===== src/assert_macros.svh =====
// assertion macros included by earliest_finish_dispatcher.sv
// expects clk and rst in the scope where a macro is used
`ifndef ASSERT_MACROS_SVH
`define ASSERT_MACROS_SVH

// property that must hold at every clock edge outside reset
`define ASSERT_CLK(label, prop, msg) \
  label: assert property (@(posedge clk) disable iff (rst) (prop)) else $error(msg);

// implication whose consequent is checked in the cycle after the antecedent, outside reset
`define ASSERT_NEXT(label, ante, cons, msg) \
  label: assert property (@(posedge clk) disable iff (rst) (ante) |=> (cons)) else $error(msg);

`endif


===== src/efd_pkg.sv =====
// earliest finish dispatcher package: transaction structs, op codes, defaults
// no dependencies
`default_nettype none

package efd_pkg;

  localparam int MAX_MACHINES_DEF = 32;
  localparam int TIME_BITS_DEF    = 20;

  localparam int PT_W      = 8;
  localparam int IDX_OUT_W = 5;
  localparam int TIME_OUT_W = 20;
  localparam int CFG_W     = 6;

  localparam logic [PT_W-1:0]  PT_RESET  = 8'hFF;
  localparam logic [CFG_W-1:0] CNT_RESET = 6'd1;

  localparam logic OP_LOAD     = 1'b0;
  localparam logic OP_DISPATCH = 1'b1;

  typedef struct packed {
    logic                 op;
    logic [IDX_OUT_W-1:0] machine_index;
    logic [PT_W-1:0]      proc_time;
  } cmd_t;

  typedef struct packed {
    logic [IDX_OUT_W-1:0]  chosen_machine;
    logic [TIME_OUT_W-1:0] finish_time;
    logic [TIME_OUT_W-1:0] makespan;
  } result_t;

endpackage

`default_nettype wire


===== src/earliest_finish_dispatcher.sv =====
// earliest finish dispatcher top level: machine table memory, scan fsm, result register
// depends on efd_pkg and assert_macros.svh
// a dispatch scans the clamped machine count of entries, one memory read per machine, then writes back and strobes done
// busy stays high through scan and write-back, so no new command is taken until the dispatch is through
// a load writes its table entry directly and keeps busy low; the receiver cannot stall
// reset is synchronous: all machines read as proc time 255, busy-until 0, makespan 0
`default_nettype none
`include "assert_macros.svh"

module earliest_finish_dispatcher #(
  parameter int MAX_MACHINES = efd_pkg::MAX_MACHINES_DEF,
  parameter int TIME_BITS    = efd_pkg::TIME_BITS_DEF
) (
  input  wire logic                     clk,
  input  wire logic                     rst,
  input  wire logic                     start,
  output logic                          busy,
  input  wire efd_pkg::cmd_t            cmd,
  input  wire logic                     cfg_we,
  input  wire logic [efd_pkg::CFG_W-1:0] cfg_wdata,
  output logic                          done,
  output efd_pkg::result_t              result
);
  import efd_pkg::*;

  localparam int IDX_W = (MAX_MACHINES > 1) ? $clog2(MAX_MACHINES) : 1;
  localparam int CNT_W = $clog2(MAX_MACHINES + 1);
  localparam int ENT_W = PT_W + TIME_BITS;

  localparam logic [1:0] S_IDLE = 2'd0;
  localparam logic [1:0] S_SCAN = 2'd1;
  localparam logic [1:0] S_WB   = 2'd2;

  logic [1:0]           state;
  logic [CNT_W-1:0]     cnt;
  logic [CNT_W-1:0]     n_act;
  logic [CNT_W-1:0]     n_clamp;
  logic [CFG_W-1:0]     machine_count;
  logic [TIME_BITS-1:0] makespan_reg;
  logic [TIME_BITS-1:0] makespan_next;

  logic [ENT_W-1:0]     mem [MAX_MACHINES];
  logic [MAX_MACHINES-1:0] valid;
  logic [ENT_W-1:0]     rdata;
  logic                 rd_valid;
  logic [IDX_W-1:0]     rd_idx;
  logic                 rd_en;
  logic [IDX_W-1:0]     rd_addr;

  logic                 mem_we;
  logic [IDX_W-1:0]     wr_addr;
  logic [ENT_W-1:0]     wr_data;

  logic [TIME_BITS-1:0] best_time;
  logic [IDX_W-1:0]     best_idx;
  logic [PT_W-1:0]      best_pt;

  logic [PT_W-1:0]      rd_pt;
  logic [TIME_BITS-1:0] rd_busy;
  logic [TIME_BITS:0]   sum;
  logic [TIME_BITS-1:0] fin;

  logic                 accept;
  logic                 load_ok;
  logic [8:0]           ld_ext;
  logic [8:0]           mc_ext;
  logic [8:0]           best_idx_ext;
  logic [31:0]          fin_ext;
  logic [31:0]          mks_ext;

  assign busy    = (state != S_IDLE);
  assign accept  = start && !busy;
  assign ld_ext  = 9'(cmd.machine_index);
  assign load_ok = accept && (cmd.op == OP_LOAD) && (ld_ext < 9'(MAX_MACHINES));
  assign mc_ext  = 9'(machine_count);

  always_comb begin
    if (mc_ext == 9'd0) begin
      n_clamp = CNT_W'(1);
    end else if (mc_ext > 9'(MAX_MACHINES)) begin
      n_clamp = CNT_W'(MAX_MACHINES);
    end else begin
      n_clamp = CNT_W'(mc_ext);
    end
  end

  assign rd_en   = (state == S_SCAN) && (cnt < n_act);
  assign rd_addr = cnt[IDX_W-1:0];

  assign rd_pt   = rd_valid ? rdata[TIME_BITS +: PT_W] : PT_RESET;
  assign rd_busy = rd_valid ? rdata[TIME_BITS-1:0] : '0;
  assign sum     = (TIME_BITS+1)'(rd_busy) + (TIME_BITS+1)'(rd_pt);
  assign fin     = sum[TIME_BITS] ? '1 : sum[TIME_BITS-1:0];

  assign makespan_next = (best_time > makespan_reg) ? best_time : makespan_reg;

  always_comb begin
    mem_we  = 1'b0;
    wr_addr = ld_ext[IDX_W-1:0];
    wr_data = {cmd.proc_time, {TIME_BITS{1'b0}}};
    if (state == S_WB) begin
      mem_we  = 1'b1;
      wr_addr = best_idx;
      wr_data = {best_pt, best_time};
    end else if (load_ok) begin
      mem_we = 1'b1;
    end
  end

  always_ff @(posedge clk) begin
    if (mem_we) begin
      mem[wr_addr] <= wr_data;
    end
    if (rd_en) begin
      rdata    <= mem[rd_addr];
      rd_valid <= valid[rd_addr];
      rd_idx   <= rd_addr;
    end
  end

  always_ff @(posedge clk) begin
    if (rst) begin
      valid <= '0;
    end else if (mem_we) begin
      valid[wr_addr] <= 1'b1;
    end
  end

  always_ff @(posedge clk) begin
    if (rst) begin
      machine_count <= CNT_RESET;
    end else if (cfg_we) begin
      machine_count <= cfg_wdata;
    end
  end

  always_ff @(posedge clk) begin
    if (rst) begin
      state        <= S_IDLE;
      cnt          <= '0;
      n_act        <= CNT_W'(1);
      makespan_reg <= '0;
      done         <= 1'b0;
    end else begin
      done <= 1'b0;
      case (state)
        S_IDLE: begin
          if (accept && (cmd.op == OP_DISPATCH)) begin
            state <= S_SCAN;
            cnt   <= '0;
            n_act <= n_clamp;
          end
        end
        S_SCAN: begin
          cnt <= cnt + CNT_W'(1);
          if (cnt == n_act) begin
            state <= S_WB;
          end
        end
        S_WB: begin
          makespan_reg <= makespan_next;
          done         <= 1'b1;
          state        <= S_IDLE;
        end
        default: begin
          state <= S_IDLE;
        end
      endcase
    end
  end

  // running minimum over the entries read back, lowest index wins ties
  always_ff @(posedge clk) begin
    if ((state == S_SCAN) && (cnt != '0)) begin
      if ((cnt == CNT_W'(1)) || (fin < best_time)) begin
        best_time <= fin;
        best_idx  <= rd_idx;
        best_pt   <= rd_pt;
      end
    end
  end

  assign best_idx_ext = 9'(best_idx);
  assign fin_ext      = 32'(best_time);
  assign mks_ext      = 32'(makespan_next);

  always_ff @(posedge clk) begin
    if (state == S_WB) begin
      result.chosen_machine <= best_idx_ext[IDX_OUT_W-1:0];
      result.finish_time    <= fin_ext[TIME_OUT_W-1:0];
      result.makespan       <= mks_ext[TIME_OUT_W-1:0];
    end
  end

  `ASSERT_CLK(a_done_after_wb, !done || ($past(state) == S_WB), "done without write-back")
  `ASSERT_NEXT(a_dispatch_starts_scan, accept && (cmd.op == OP_DISPATCH), (state == S_SCAN) && (cnt == '0), "dispatch did not start scan")
  `ASSERT_CLK(a_scan_in_range, (state != S_SCAN) || (cnt <= n_act), "scan counter past machine count")
  `ASSERT_NEXT(a_makespan_covers, state == S_WB, makespan_reg >= $past(best_time), "makespan below finish time")

endmodule

`default_nettype wire

===== config.mk =====
export PLATFORM = sky130hd
export DESIGN_NAME = earliest_finish_dispatcher
export DESIGN_NICKNAME = d
export VERILOG_FILES = /design/src/efd_pkg.sv /design/src/earliest_finish_dispatcher.sv
export VERILOG_INCLUDE_DIRS = /design/src /design/src/src
export SDC_FILE = /design/constraint.sdc
export NUM_CORES = 1
export LEC_CHECK = 0
export BUFFER_PORTS_ARGS = -buffer_cell sky130_fd_sc_hd__buf_2
export CORE_ASPECT_RATIO = 0.75
export CORE_MARGIN = 4
export CORE_UTILIZATION = 55
export CTS_BUF_LIST = sky130_fd_sc_hd__clkbuf_8
export CTS_CLUSTER_DIAMETER = 150
export DETAILED_ROUTE_END_ITERATION = 8
export GPL_ROUTABILITY_DRIVEN = 0
export MAX_ROUTING_LAYER = met4
export PLACE_DENSITY = 0.71
export SYNTH_ARGS = -nofsm -noshare
export SYNTH_HDL_FRONTEND = slang
export SYNTH_SLANG_ARGS = --single-unit

===== constraint.sdc =====
create_clock -name clk -period 19.2 [get_ports clk]
set_clock_uncertainty 0.1 [all_clocks]
set_input_delay 1.92 -clock clk [delete_from_list [all_inputs] [get_ports clk]]
set_output_delay 1.92 -clock clk [all_outputs]
set_load 0.05 [all_outputs]

==> metrics.cfg, run 1 <==
[yosys]
synth_edf_count = 1008
ys.flop_type = edfxtp_1
syn_area_per_cell_um2 = 20.5
synth.top_cell.area_share_pct = 70.6
yosys-top-cells-area = edfxtp_1, mux4_2, dfxtp_1
synth_top_area_cell = edfxtp_1
ys_seq_area_share_pct = 74.0
synth.cell_area_um2 = 42900
synth_nets = 2173
synthDistinctLibCells = 51
ys_async_sr_fraction_pct = 0
ys_ff_latch = 1081
yosysWarnings = 0
synthCells = 2092

[place]
io_buffers = 70
hpwl_um = 56500
dp_slack_ns = 13.64

[route]
drc = 0
drtAntennaViolNets = 0
vias = 21800
viasPerCell = 6.39
first_pass_iters = 7
dr.first_iter.drc_count = 2850
detail_route.wl_per_cell_um = 29.8
wl_um = 102000

[power]
p_leak_uw = 0.0144
vdd_ir_drop_max_mv = 0.0781
fin_total_pwr_uw = 4430
p_per_area_nw_per_um2 = 93.4

[clocking]
path_clk_slew_ns = 0.06
htree_levels = 4
ctsHoldBuffers = 0
clkLatencyLatePin_ns = 0.81
clock_path_buffers = 3
post_cts_buffers = 0
cts-resized-gates = 0
cts_tree = done
cts.sinks = 1081
cts_root_buffer = clkbuf_8
numCtsBuffers = 154

[sta]
hold_viol = 0
relSlewSlack_pct = 17.7
tightest_slew_ns = 1.23
drv_slew = 0
setup_viol = 0
setup_ws_ns = 13.41
tns_ns = 0
rsz0062_at_grt = false
whs_ns = 0.325
fmax_ghz = 0.173
post-route-min-period_ns = 5.79
finalCritPeriodShare_pct = 30.1

[run]
cap_violations = 0

[finish]
areaGrowthSynthToFinish_pct = 10.6
postLayoutCoreUtil_pct = 61.5
layout-drive-gt1-share_pct = 28.5
layout.nets = 2338
reg_top3 = mem x896, result x45, valid x32
largest_register = mem
largest_register_ff_count = 896

[global_route]
grt_overflow = 0
grt_usage_pct = 25.8
grt_first_pass_wirelength_um = 147000
grt_pass1_vias = 21400
grt_start_max_net_pins = 94
antenna_found_initial = 11

[worst_setup_path]
required_ns = 19.53
crit_type = flop to flop
arrival_ns = 6.12
crit_fanout = 33
r2r_cells = 16
worstSetupEndpointType = flop
critPathLaunchType = flop

[die]
die_w_um = 330
ios = 71
core_area_um2 = 77100
rows = 88
die-height_um = 250
die-area_um2 = 82500
initial_core_util_pct = 55.6

[outcome]
status = completed

[min_path]
worst_hold_path.num_cells = 0
hold_class = flop to flop

[layout make-up]
class                   count  area (um^2)
flip-flops and latches   1081        31700
fillers                  5327        29600
multi-input cells         846        10700
clock buffers             162         2230
well taps                1035         1290
repair buffers            118          711
clock inverters           111          523
inverters                  56          210
diodes                      4         10.0
[layout by cell type, fill, tap and decap left out, types with 6 or more instances in the layout]
| master | synthesis | routed |
|---|---|---|
| a21oi_1 | 57 | 57 |
| xor2_1 | 12 | 12 |
| clkinvlp_4 | 0 | 6 |
| and3_1 | 7 | 7 |
| nand2_1 | 33 | 33 |
| a21o_1 | 10 | 10 |
| o41ai_1 | 21 | 21 |
| mux2i_1 | 29 | 29 |
| buf_2 | 23 | 70 |
| buf_4 | 0 | 48 |
| o211ai_1 | 7 | 7 |
| ha_1 | 56 | 56 |
| clkinv_2 | 0 | 13 |
| edfxtp_1 | 1008 | 1008 |
| nor2_4 | 0 | 32 |
| clkbuf_8 | 0 | 162 |
| nand2b_1 | 12 | 12 |
| a311o_1 | 20 | 20 |
| dfxtp_1 | 73 | 68 |
| nor2_1 | 101 | 69 |
| nand4_1 | 8 | 8 |
| nand3_1 | 22 | 22 |
| nor3_1 | 11 | 11 |
| and2_1 | 31 | 31 |
| clkinv_1 | 0 | 34 |
| mux4_2 | 290 | 290 |
| o21ai_0 | 24 | 24 |
| inv_1 | 56 | 109 |
| mux2_2 | 40 | 40 |
[cell families (layout without fill, tap and decap cells)]
group	Yosys count	after routing	share of synthesized area, %
compound gates	164	164	2.60
xor+xnor	16	16	0.327
fa+ha+maj	57	57	1.68
buf+inv	165	447	1.60
flops	1081	1081	74.0
mux	359	359	17.0
other cells	0	4	0
simple gates	250	250	2.81
[cells in the mapped netlist, drive strengths merged (3+ instances only)]
cell type  number
a311o          20
a21oi          57
or2             4
nor2          101
a21o           10
o41ai          21
a221oi          3
buf            49
nand2          33
a211oi          4
mux4          290
nor2b           6
mux2i          29
and2           31
mux2           40
o2111ai         3
and3            7
nand4           8
nand3          22
nor3           11
xor2           12
xnor2           4
edfxtp       1008
nor3b           5
o21ai          24
nand2b         12
ha             56
dfxtp          73
clkbuf         60
nor4            3
inv            56
o211ai          7
[metrics by stage]
| stage | instance area [um^2] | instances |
|---|---|---|
| finish | 47400 | 3413 |
| global route | 47400 | 3413 |
| CTS | 47400 | 3409 |
| detailed placement | 44700 | 3136 |
| global placement | 44700 | 3136 |
| floorplan | 42900 | 2092 |
[power breakdown]
| group | total (uW) | switching [uW] | internal (uW) |
|---|---|---|---|
| Combinational | 185 | 114 | 71.7 |
| Sequential | 2590 | 13.3 | 2580 |
| Clock | 1650 | 848 | 807 |
| Total | 4430 | 975 | 3450 |
[routing by layer]
| layer | global-route usage (%) | part of all wire (%) | vias to the layer above |
|---|---|---|---|
| li1 | - | - | 8981 |
| met1 | 37.3 | 40 | 11400 |
| met2 | 36.8 | 46 | 1233 |
| met3 | 6.91 | 11 | 157 |
| met4 | 7.41 | 2.0 | 0 |
| met5 | - | 0 | - |
[worst max-delay path: stages, from the launching register on]
cell      delay [ns]
edfxtp_1        0.81
nand2b_1        0.19
ha_1            0.28
fa_1            0.44
a31oi_1         0.35
a21oi_1         0.12
o21ai_0         0.32
a311o_1         0.57
o21ai_0         0.25
ha_1            0.37
a22oi_1         0.19
o211ai_1        0.12
a221oi_1        0.35
nand2_1         0.12
nor3_1          0.20
o221a_1         0.24
buf_4           0.41
[worst paths after layout]
| path | from | end | slack (ns) |
|---|---|---|---|
| worst min-delay path | rd_idx[3] | best_idx[3] | 0.33 |
| worst max-delay path | rd_valid | best_idx[3] | 13.41 |
| worst max register to register | rd_valid | best_idx[3] | 13.41 |
| worst min register to register | rd_idx[3] | best_idx[3] | 0.33 |
Power figures use the tool's default switching activity.
==> inputs of run 2 (changes only) <==
==> constraint.sdc (replaced) <==
create_clock -name clk -period 5.8 [get_ports clk]
set_clock_uncertainty 0.1 [all_clocks]
set_input_delay 0.58 -clock clk [delete_from_list [all_inputs] [get_ports clk]]
set_output_delay 0.58 -clock clk [all_outputs]
set_load 0.05 [all_outputs]
==> metrics.cfg, run 2 (same netlist as run 1, synthesis figures left out) <==
[outcome]
status = completed

[worst_setup_path]
path_delay_family = compound AO/OA/AOI/OAI gates
worstPathCellList = buf_4, and2_1, ha_1, a21o_1, a221oi_1, o211ai_1, o211ai_1, xor2_1, o21ai_0, ha_1, a22oi_1, o211ai_1, a221oi_1, nand2_1, nor3_1, o221a_1, buf_12
r2r-end = best_pt[4]
slowest_delay_ns = 0.57
required_ns = 6.18
critPathLaunch = rd_valid
r2r_start = rd_valid
critPathBufInv = 2
arrival_ns = 5.89
crit_cells = 17
worstSetupEndpointType = flop
r2r_cells = 17
reg2reg_slack_ns = 0.29
crit_fanout = 25
critPathLaunchType = flop
endpoint = best_pt[4]
crit_path_top_delay_cell = a221oi_1
crit_type = flop to flop
crit_top_cell = o211ai_1

[route]
viasPerCell = 6.42
first_pass_iters = 6
vias = 22100
wl_um = 104000
drc = 0
detail_route.wl_per_cell_um = 30.4
drtAntennaViolNets = 0
dr.first_iter.drc_count = 3335

[finish]
layout.nets = 2355
fin_area_um2 = 47900
fin_cells = 3438
largest_register = mem
reg_top3 = mem x896, result x45, valid x32
layout-drive-gt1-share_pct = 29.4
final_cell_mix = edfxtp_1, mux4_2, clkbuf_8
layout_commonest_cell = edfxtp_1
areaGrowthSynthToFinish_pct = 11.7
largest_register_ff_count = 896

[die]
die_w_um = 330
ios = 71
die-area_um2 = 82500
core_area_um2 = 77100
initial_core_util_pct = 55.6
die-height_um = 250
rows = 88

[sta]
whs_ns = 0.0909
post-route-min-period_ns = 5.51
drv_slew = 0
tightest_slew_ns = 1.16
rsz0062_at_grt = false
tns_ns = 0
setup_viol = 0
relSlewSlack_pct = 22.7
fmax_ghz = 0.181
hold_viol = 0
finalCritPeriodShare_pct = 95.0

[power]
pwr-share-seq_pct = 56.7
vdd_ir_drop_max_mv = 0.249
p_per_area_nw_per_um2 = 316
power.switching_uw = 3310
pwr-share-comb_pct = 4.1
p_int_uw = 11800
pwr-share-clk_pct = 39.2
switching_share_pct = 21.9
p_leak_uw = 0.0145

[place]
placedCellCount = 3142
io_buffers = 70
place_area_um2 = 44800
hpwl_um = 59100

[clocking]
htree_levels = 4
numCtsBuffers = 158
clock_path_buffers = 3
post_cts_buffers = 0
path_clk_slew_ns = 0.06
cts.sinks = 1081
cts_root_buffer = clkbuf_8
clkLatencyLatePin_ns = 0.82
cts_tree = done

[min_path]
hold_class = primary input to flop

[global_route]
antenna_found_initial = 9
grt_start_max_net_pins = 94
grt_overflow = 0
grt_usage_pct = 26.6
grt_pass1_vias = 22000
grt_first_pass_wirelength_um = 152000

[run]
cap_violations = 0

run 2: cell count changes in the layout (fill, tap and decap cells not counted), moves of 5 or more:
| cell | delta |
|---|---|
| clkinv_2 | +6 |
| clkbuf_8 | +5 |
| buf_12 | +6 |
| dlygate4sd3_1 | +7 |
| bufinv_16 | +6 |
| inv_1 | -15 |
run 2: worst register-to-register path, cell delays in order (launching register included):
cell and delay (ns):
edfxtp_1 0.55, buf_4 0.26, and2_1 0.15, ha_1 0.32
a21o_1 0.19, a221oi_1 0.57, o211ai_1 0.38, o211ai_1 0.21
xor2_1 0.10, o21ai_0 0.26, ha_1 0.32, a22oi_1 0.18
o211ai_1 0.13, a221oi_1 0.36, nand2_1 0.11, nor3_1 0.21
o221a_1 0.56, buf_12 0.26
run 2: metal layers:
metal  GRT usage [%]  wire length (um)
met1            39.1             42100
met2            38.0             49100
met3            6.03             11100
met4            7.76              2140
met5               -                 0
run 2: metrics by stage:
| stage | util [%] | power (uW) | setup slack [ns] |
|---|---|---|---|
| after floorplan | - | 9160 | 0.162 |
| after global routing | 62.1 | 15600 | 0.0823 |
| after CTS | 62.1 | 15200 | 0.350 |
| after detailed placement | 58.1 | 9350 | 0.382 |
| final | 62.2 | 15100 | 0.289 |
| after global placement | 58.1 | 9330 | 0.630 |
run 2: how the worst min path moves through the flow:
stage              start  cells past startpoint  slack, ns               end
6_report          cfg_we                      3       0.09  machine_count[4]
5_1_grt           cfg_we                      3       0.06  machine_count[4]
4_1_cts           cfg_we                      3       0.01  machine_count[4]
3_3_place_gp   rd_idx[0]                      0       0.30       best_idx[0]
3_5_place_dp   rd_idx[3]                      0       0.30       best_idx[3]
2_1_floorplan  rd_idx[0]                      0       0.30       best_idx[0]
run 2: power by group through the flow:
stage / clock network (uW) / registers [uW] / logic (uW)
2_1_floorplan: 0 / 8720 / 445
3_3_place_gp: 0 / 8730 / 601
3_5_place_dp: 0 / 8730 / 617
4_1_cts: 6010 / 8570 / 623
5_1_grt: 6380 / 8570 / 675
6_report: 5920 / 8570 / 627
run 2: repair_timing:
action                                  4_1_cts  5_1_grt
endpoints found under the hold margin         6        0
endpoints found under the setup margin        0       25
hold buffers                                  7        0
resized for setup                             0        1
run 2: cell type report:
| class | instances | area (um^2) |
|---|---|---|
| inverters | 56 | 210 |
| diodes | 7 | 17.5 |
| clock buffers | 167 | 2300 |
| repair buffers | 131 | 901 |
| flip-flops and latches | 1081 | 31700 |
| clock inverters | 115 | 727 |
| fillers | 5233 | 29200 |
| multi-input cells | 846 | 10700 |
| well taps | 1035 | 1290 |
